===== config.mk =====
export PLATFORM = sky130hd
export DESIGN_NAME = pwbh_state
export DESIGN_NICKNAME = d
export VERILOG_FILES = /design/src/hdl/pwbh_pkg.sv /design/src/hdl/pwbh_state.sv
export SDC_FILE = /design/constraint.sdc
export NUM_CORES = 1
export LEC_CHECK = 0
export BUFFER_PORTS_ARGS = -buffer_cell sky130_fd_sc_hd__buf_2
export CAP_MARGIN = 20
export CORE_MARGIN = 2
export CORE_UTILIZATION = 25
export DETAILED_ROUTE_END_ITERATION = 10
export PLACE_DENSITY_LB_ADDON = 0.2
export SYNTH_ARGS = -nofsm -noshare
export SYNTH_HDL_FRONTEND = slang
export SYNTH_SLANG_ARGS = --single-unit

===== constraint.sdc =====
create_clock -name clk -period 8.7 [get_ports clk]
set_clock_uncertainty 0.1 [all_clocks]
set_input_delay 0.435 -clock clk [delete_from_list [all_inputs] [get_ports clk]]
set_output_delay 0.435 -clock clk [all_outputs]
set_load 0.05 [all_outputs]

===== src/hdl/pwbh_pkg.sv =====
// Shared types and constants of the PID controller with balance hold.
// Used by the interfaces, the state unit, the top level and the checker.
`timescale 1ns / 1ps

package pwbh_pkg;

    localparam int DATA_W  = 16;
    localparam int ERR_W   = DATA_W + 1;
    localparam int DER_W   = ERR_W + 1;
    localparam int INT_W   = 32;
    localparam int FRAC_W  = 12;
    localparam int PROD_P_W = DATA_W + ERR_W;
    localparam int PROD_I_W = DATA_W + INT_W;
    localparam int PROD_D_W = DATA_W + DER_W;
    localparam int TOTAL_W = PROD_I_W + 2;
    localparam int CFG_IDX_W = 3;

    localparam int FAR_LIMIT_DEF = 20;

    localparam logic signed [DATA_W-1:0] GAIN_P_RST = 16'sd1229;
    localparam logic signed [DATA_W-1:0] GAIN_I_RST = 16'sd41;
    localparam logic signed [DATA_W-1:0] GAIN_D_RST = 16'sd410;
    localparam logic [DATA_W-1:0] TARGET_RST  = 16'd0;
    localparam logic [DATA_W-1:0] BALANCE_RST = 16'd32768;
    localparam logic [DATA_W-1:0] NEAR_RST    = 16'd2;
    localparam logic [DATA_W-1:0] FAR_RST     = 16'd1000;

    typedef enum logic [CFG_IDX_W-1:0] {
        REG_GAIN_P        = 3'd0,
        REG_GAIN_I        = 3'd1,
        REG_GAIN_D        = 3'd2,
        REG_ENABLE        = 3'd3,
        REG_TARGET_VALUE  = 3'd4,
        REG_BALANCE_POINT = 3'd5,
        REG_NEAR_BAND     = 3'd6,
        REG_FAR_BAND      = 3'd7
    } cfg_reg_t;

    typedef struct packed {
        logic signed [DATA_W-1:0] gain_p;
        logic signed [DATA_W-1:0] gain_i;
        logic signed [DATA_W-1:0] gain_d;
        logic                     enable;
        logic [DATA_W-1:0]        target_value;
        logic [DATA_W-1:0]        balance_point;
        logic [DATA_W-1:0]        near_band;
        logic [DATA_W-1:0]        far_band;
    } cfg_t;

    // operands of one item after the state update
    typedef struct packed {
        logic signed [ERR_W-1:0] err;
        logic signed [INT_W-1:0] isum;
        logic signed [DER_W-1:0] deriv;
        logic                    disabled;
        logic                    in_balance;
    } oper_t;

endpackage


===== src/hdl/pwbh_state.sv =====
// Controller state: integral, parked sum, previous error, balance flag, far count.
// Forms the error, integral and derivative operands of one item. Uses pwbh_pkg.
`timescale 1ns / 1ps

module pwbh_state
    import pwbh_pkg::*;
#(
    parameter int FAR_LIMIT = FAR_LIMIT_DEF
) (
    input  logic              clk,
    input  logic              rst_n,
    input  cfg_t              cfg,
    input  logic              go,
    input  logic [DATA_W-1:0] meas,
    output oper_t             oper
);

    localparam int CNT_W = $clog2(FAR_LIMIT + 2);

    logic [INT_W-1:0]        integral_reg, integral_next;
    logic [INT_W-1:0]        held_reg, held_next;
    logic signed [ERR_W-1:0] prev_reg, prev_next;
    logic                    flag_reg, flag_next;
    logic [CNT_W-1:0]        cnt_reg, cnt_next;

    logic signed [ERR_W-1:0] err_raw;
    logic signed [ERR_W-1:0] err_neg;
    logic [DATA_W-1:0]       mag;
    logic signed [ERR_W-1:0] err;
    logic signed [ERR_W-1:0] prev_use;
    logic [INT_W-1:0]        isum_base;
    logic [INT_W-1:0]        err_ext;
    logic [CNT_W-1:0]        cnt_inc;
    logic signed [DER_W-1:0] deriv;

    always_comb
    begin
        err_raw = $signed({1'b0, cfg.target_value}) - $signed({1'b0, meas});
        err_neg = -err_raw;
        mag     = err_raw[ERR_W-1] ? err_neg[DATA_W-1:0] : err_raw[DATA_W-1:0];
        cnt_inc = cnt_reg + CNT_W'(1);

        err       = err_raw;
        prev_use  = prev_reg;
        isum_base = integral_reg;
        held_next = held_reg;
        flag_next = flag_reg;
        cnt_next  = cnt_reg;

        if (mag < cfg.near_band)
        begin
            if (!flag_reg)
            begin
                flag_next = 1'b1;
                held_next = integral_reg;
                isum_base = '0;
            end
        end
        else
        begin
            if (flag_reg)
            begin
                flag_next = 1'b0;
                isum_base = held_reg;
            end
            if (mag > cfg.far_band)
            begin
                if (cnt_inc > CNT_W'(FAR_LIMIT))
                begin
                    // far-error clear: restart as if measuring zero
                    isum_base = '0;
                    held_next = '0;
                    prev_use  = '0;
                    flag_next = 1'b0;
                    cnt_next  = '0;
                    err       = $signed({1'b0, cfg.target_value});
                end
                else
                begin
                    cnt_next = cnt_inc;
                end
            end
            else
            begin
                cnt_next = '0;
            end
        end

        err_ext       = INT_W'(err);
        integral_next = flag_next ? held_next + err_ext : isum_base + err_ext;
        deriv         = (prev_use != '0) ? DER_W'(err) - DER_W'(prev_use) : '0;
        prev_next     = err;

        oper.err        = cfg.enable ? err : '0;
        oper.isum       = cfg.enable ? $signed(integral_next) : '0;
        oper.deriv      = cfg.enable ? deriv : '0;
        oper.disabled   = !cfg.enable;
        oper.in_balance = cfg.enable ? flag_next : flag_reg;
    end

    always_ff @(posedge clk or negedge rst_n)
    begin
        if (!rst_n)
        begin
            integral_reg <= '0;
            held_reg     <= '0;
            prev_reg     <= '0;
            flag_reg     <= 1'b0;
            cnt_reg      <= '0;
        end
        else if (go && cfg.enable)
        begin
            integral_reg <= integral_next;
            held_reg     <= held_next;
            prev_reg     <= prev_next;
            flag_reg     <= flag_next;
            cnt_reg      <= cnt_next;
        end
    end

endmodule


==> summary.txt <==
Status
  • Status: completed

Timing
  • Final TNS setup: 0 ns
  • Final hold viol count: 0
  • Max-slew headroom: 27.3%
  • Fin crit share: 96.6%
  • Setup WS post-layout: 0.296 ns
  • Final slew viol count: 0
  • Fin crit period: 8.40 ns
  • FMAX: 119 MHz
  • Hold Slack: 0.396 ns
  • Worst Max-Slew Pin Slew: 1.09 ns
  • Endpoints failing setup: 0

Finish
  • Most common cell after layout, fill and taps aside: nand2_1
  • Seq. cell area: 2180 um2
  • Fin cells: 1773
  • # diodes: 0
  • Most frequent cells in the layout: 134 x nand2_1, 131 x buf_2, 114 x nor2_1
  • Area growth, synth to finish: 26.8%
  • Nets: 1544
  • Fill cell count: 3819
  • Share of cells above drive strength 1: 22.6%
  • Multi-input logic area: 6290 um2

Global route
  • Largest net degree at the start of global routing: 63
  • Tot GR Track Use: 15.9%
  • GRT Residual Overflow: 0
  • Wire length of the first global-routing pass: 46100 um
  • Initial antenna violation count: 0
  • Vias in the first global route: 8463

Setup path
  • CP Launch Type: input port
  • Crit path arrival time: 7.87 ns
  • Crit-path leading delay family: simple AND/OR/NAND/NOR gates
  • CP endpoint kind: output port
  • Worst Path Required: 8.17 ns
  • Critical path type: in -> out
  • CP max-delay cell: or4_4
  • CP Max Fanout: 23
  • Slowest Stage Delay on Critical Path: 0.59 ns
  • Worst Path Buf+Inv: 6

Place
  • Routability cong.: 0.843
  • PortBufs: 136
  • Dpl cells: 1750
  • Final HPWL DP: 22600 um
  • Place WS: -0.150 ns

Route
  • DR iter-0 viols: 419
  • Post-route ant nets: 0
  • Vias/cell: 4.77
  • DRC Markers: 0
  • DRT Pass-1 Iters: 4
  • WL final: 29100 um
  • Wire per inst: 16.4 um
  • Via count: 8464

Yosys
  • Sequential area share after synthesis: 24.6%
  • Mapped Area: 8850 um2
  • Syn nets: 1340
  • Cell count after synthesis: 1109
  • Synth Area in Adders: 14.6%
  • Yosys cell types: 75
  • Simple-Gate Fraction of Synth Area: 22.3%
  • Compound-gate portion of the synthesized area: 19.9%
  • #FFs+latches synth: 87
  • Mux cell area share after synthesis: 6.39%
  • Synthesis Warnings: 0
  • XOR/XNOR share of the synthesized area: 6.49%
  • Post-synth EDFFs: 0
  • Largest family of logic cells by synthesized area: simple AND/OR/NAND/NOR gates
  • Main flop type after synthesis: dfrtp_1
  • Ys async rst share: 100%
  • Avg Inst Size Synth: 7.98 um2

Run
  • Max_cap viols: 0

Power
  • Cell Pwr Density: 395 nW/um2
  • Maximum VDD drop: 0.286 mV
  • Leak: 5.75 nW
  • Final Power: 0.00444 W

Floorplan
  • Die span in y: 192 um
  • Core area: 34700 um2
  • Starting density of the core: 25.5%
  • Std cell rows: 68
  • Die area: 36900 um2
  • I/O pin count: 201
  • Chip width: 192 um

Clock network
  • CTS sink cnt: 87
  • H-Tree Depth: 3
  • CTS max path bufs: 2
  • Clock tree from TritonCTS: built
  • Clock-pin slew on the worst setup and hold paths: 0.06 ns
  • Clock root buffer: clkbuf_16
  • Skew-Pair Late Insertion Delay: 0.35 ns
  • Clock buffer count from CTS: 9

Min path
  • Min-Delay Path Class: reg -> reg
-- cell type report --
type,count,area share [%]
multi-input cells,888,56.1
inverters,93,3.11
repair buffers,234,13.7
flip-flops and latches,87,19.4
well taps,455,5.07
clock buffers,13,2.23
clock inverters,3,0.379
-- worst register-to-register path, stage by stage, from the launching register on --
cell and delay, ns:
dfrtp_1 0.42, ha_1 0.25, nand2b_1 0.15, a21o_1 0.19
a21o_1 0.21, nor2b_2 0.24, and3_4 0.31, buf_12 0.21
nor2_1 0.07, a21oi_1 0.40, inv_1 0.11, ha_1 0.35
a21oi_2 0.16, o21ai_1 0.11, a221o_1 0.37, a32o_1 0.27
o31ai_4 0.34, a31oi_1 0.16, or3_1 0.35, a31o_1 0.21
-- synth_stat cells (10+ instances only) --
master | number | area (um2)
nand3_1 | 12 | 60.1
a22o_1 | 32 | 280
nor2b_1 | 14 | 87.6
dfrtp_1 | 87 | 2180
a21oi_1 | 60 | 300
xnor2_1 | 38 | 333
xor2_1 | 25 | 219
and3_1 | 10 | 62.6
nor2_1 | 114 | 428
a31oi_1 | 10 | 62.6
inv_1 | 93 | 349
mux2_2 | 12 | 135
and2_1 | 40 | 250
a21o_1 | 22 | 165
clkbuf_1 | 28 | 105
o21ai_0 | 46 | 230
ha_1 | 96 | 1200
nand2_1 | 135 | 507
nor3_1 | 25 | 125
nand4_1 | 14 | 87.6
mux2i_1 | 43 | 430
-- path summary, 6_finish.rpt --
check	from	end	slack, ns	cells after the start
worst max-delay path	cfg[48]	oper[50]	0.30	32
worst max register to register	cnt_reg[0]	integral_reg[30]	3.60	19
max in group asynchronous	rst_n	flag_reg	6.84	3
min in group asynchronous	rst_n	held_reg[19]	0.44	2
worst min register to register	held_reg[22]	held_reg[22]	0.40	1
worst min-delay path	held_reg[22]	held_reg[22]	0.40	1
-- through the flow --
step | area (um2) | utilization [%]
finish | 11200 | 32.3
global route | 11200 | 32.3
CTS | 11100 | 31.9
detailed placement | 10700 | 30.9
global placement | 10700 | 30.9
floorplan | 8850 | -
-- kinds of logic (layout without fill, tap and decap cells) --
| kind of cell | count (synthesis) | in the layout |
|---|---|---|
| AND/OR/NAND/NOR | 412 | 412 |
| AO/OA/AOI/OAI | 255 | 255 |
| buffers and inverters | 134 | 343 |
| adder cells (fa/ha/maj) | 102 | 102 |
| flip-flops | 87 | 87 |
| XOR/XNOR | 64 | 64 |
| multiplexers | 55 | 55 |
-- repair_timing --
item,CTS,global route
setup buffers,0,6
pin swaps,0,6
endpoints found under the hold margin,25,0
hold buffers,1,0
gates resized for setup,5,23
endpoints found under the setup margin,11,32
-- power breakdown --
group          internal (W)  switching [W]
Sequential         0.000573       0.000112
Clock              0.000230       0.000163
Combinational       0.00133        0.00203
Total               0.00213        0.00230
-- layer usage --
metal  share of wire, %  up-vias  GRT usage [%]
met3                2.4       20           1.21
met4                1.4        0           3.99
li1                   -     4318              -
met5                  0        -              0
met2                 46      107           26.2
met1                 50     4019           22.4
Power figures use the tool's default switching activity.
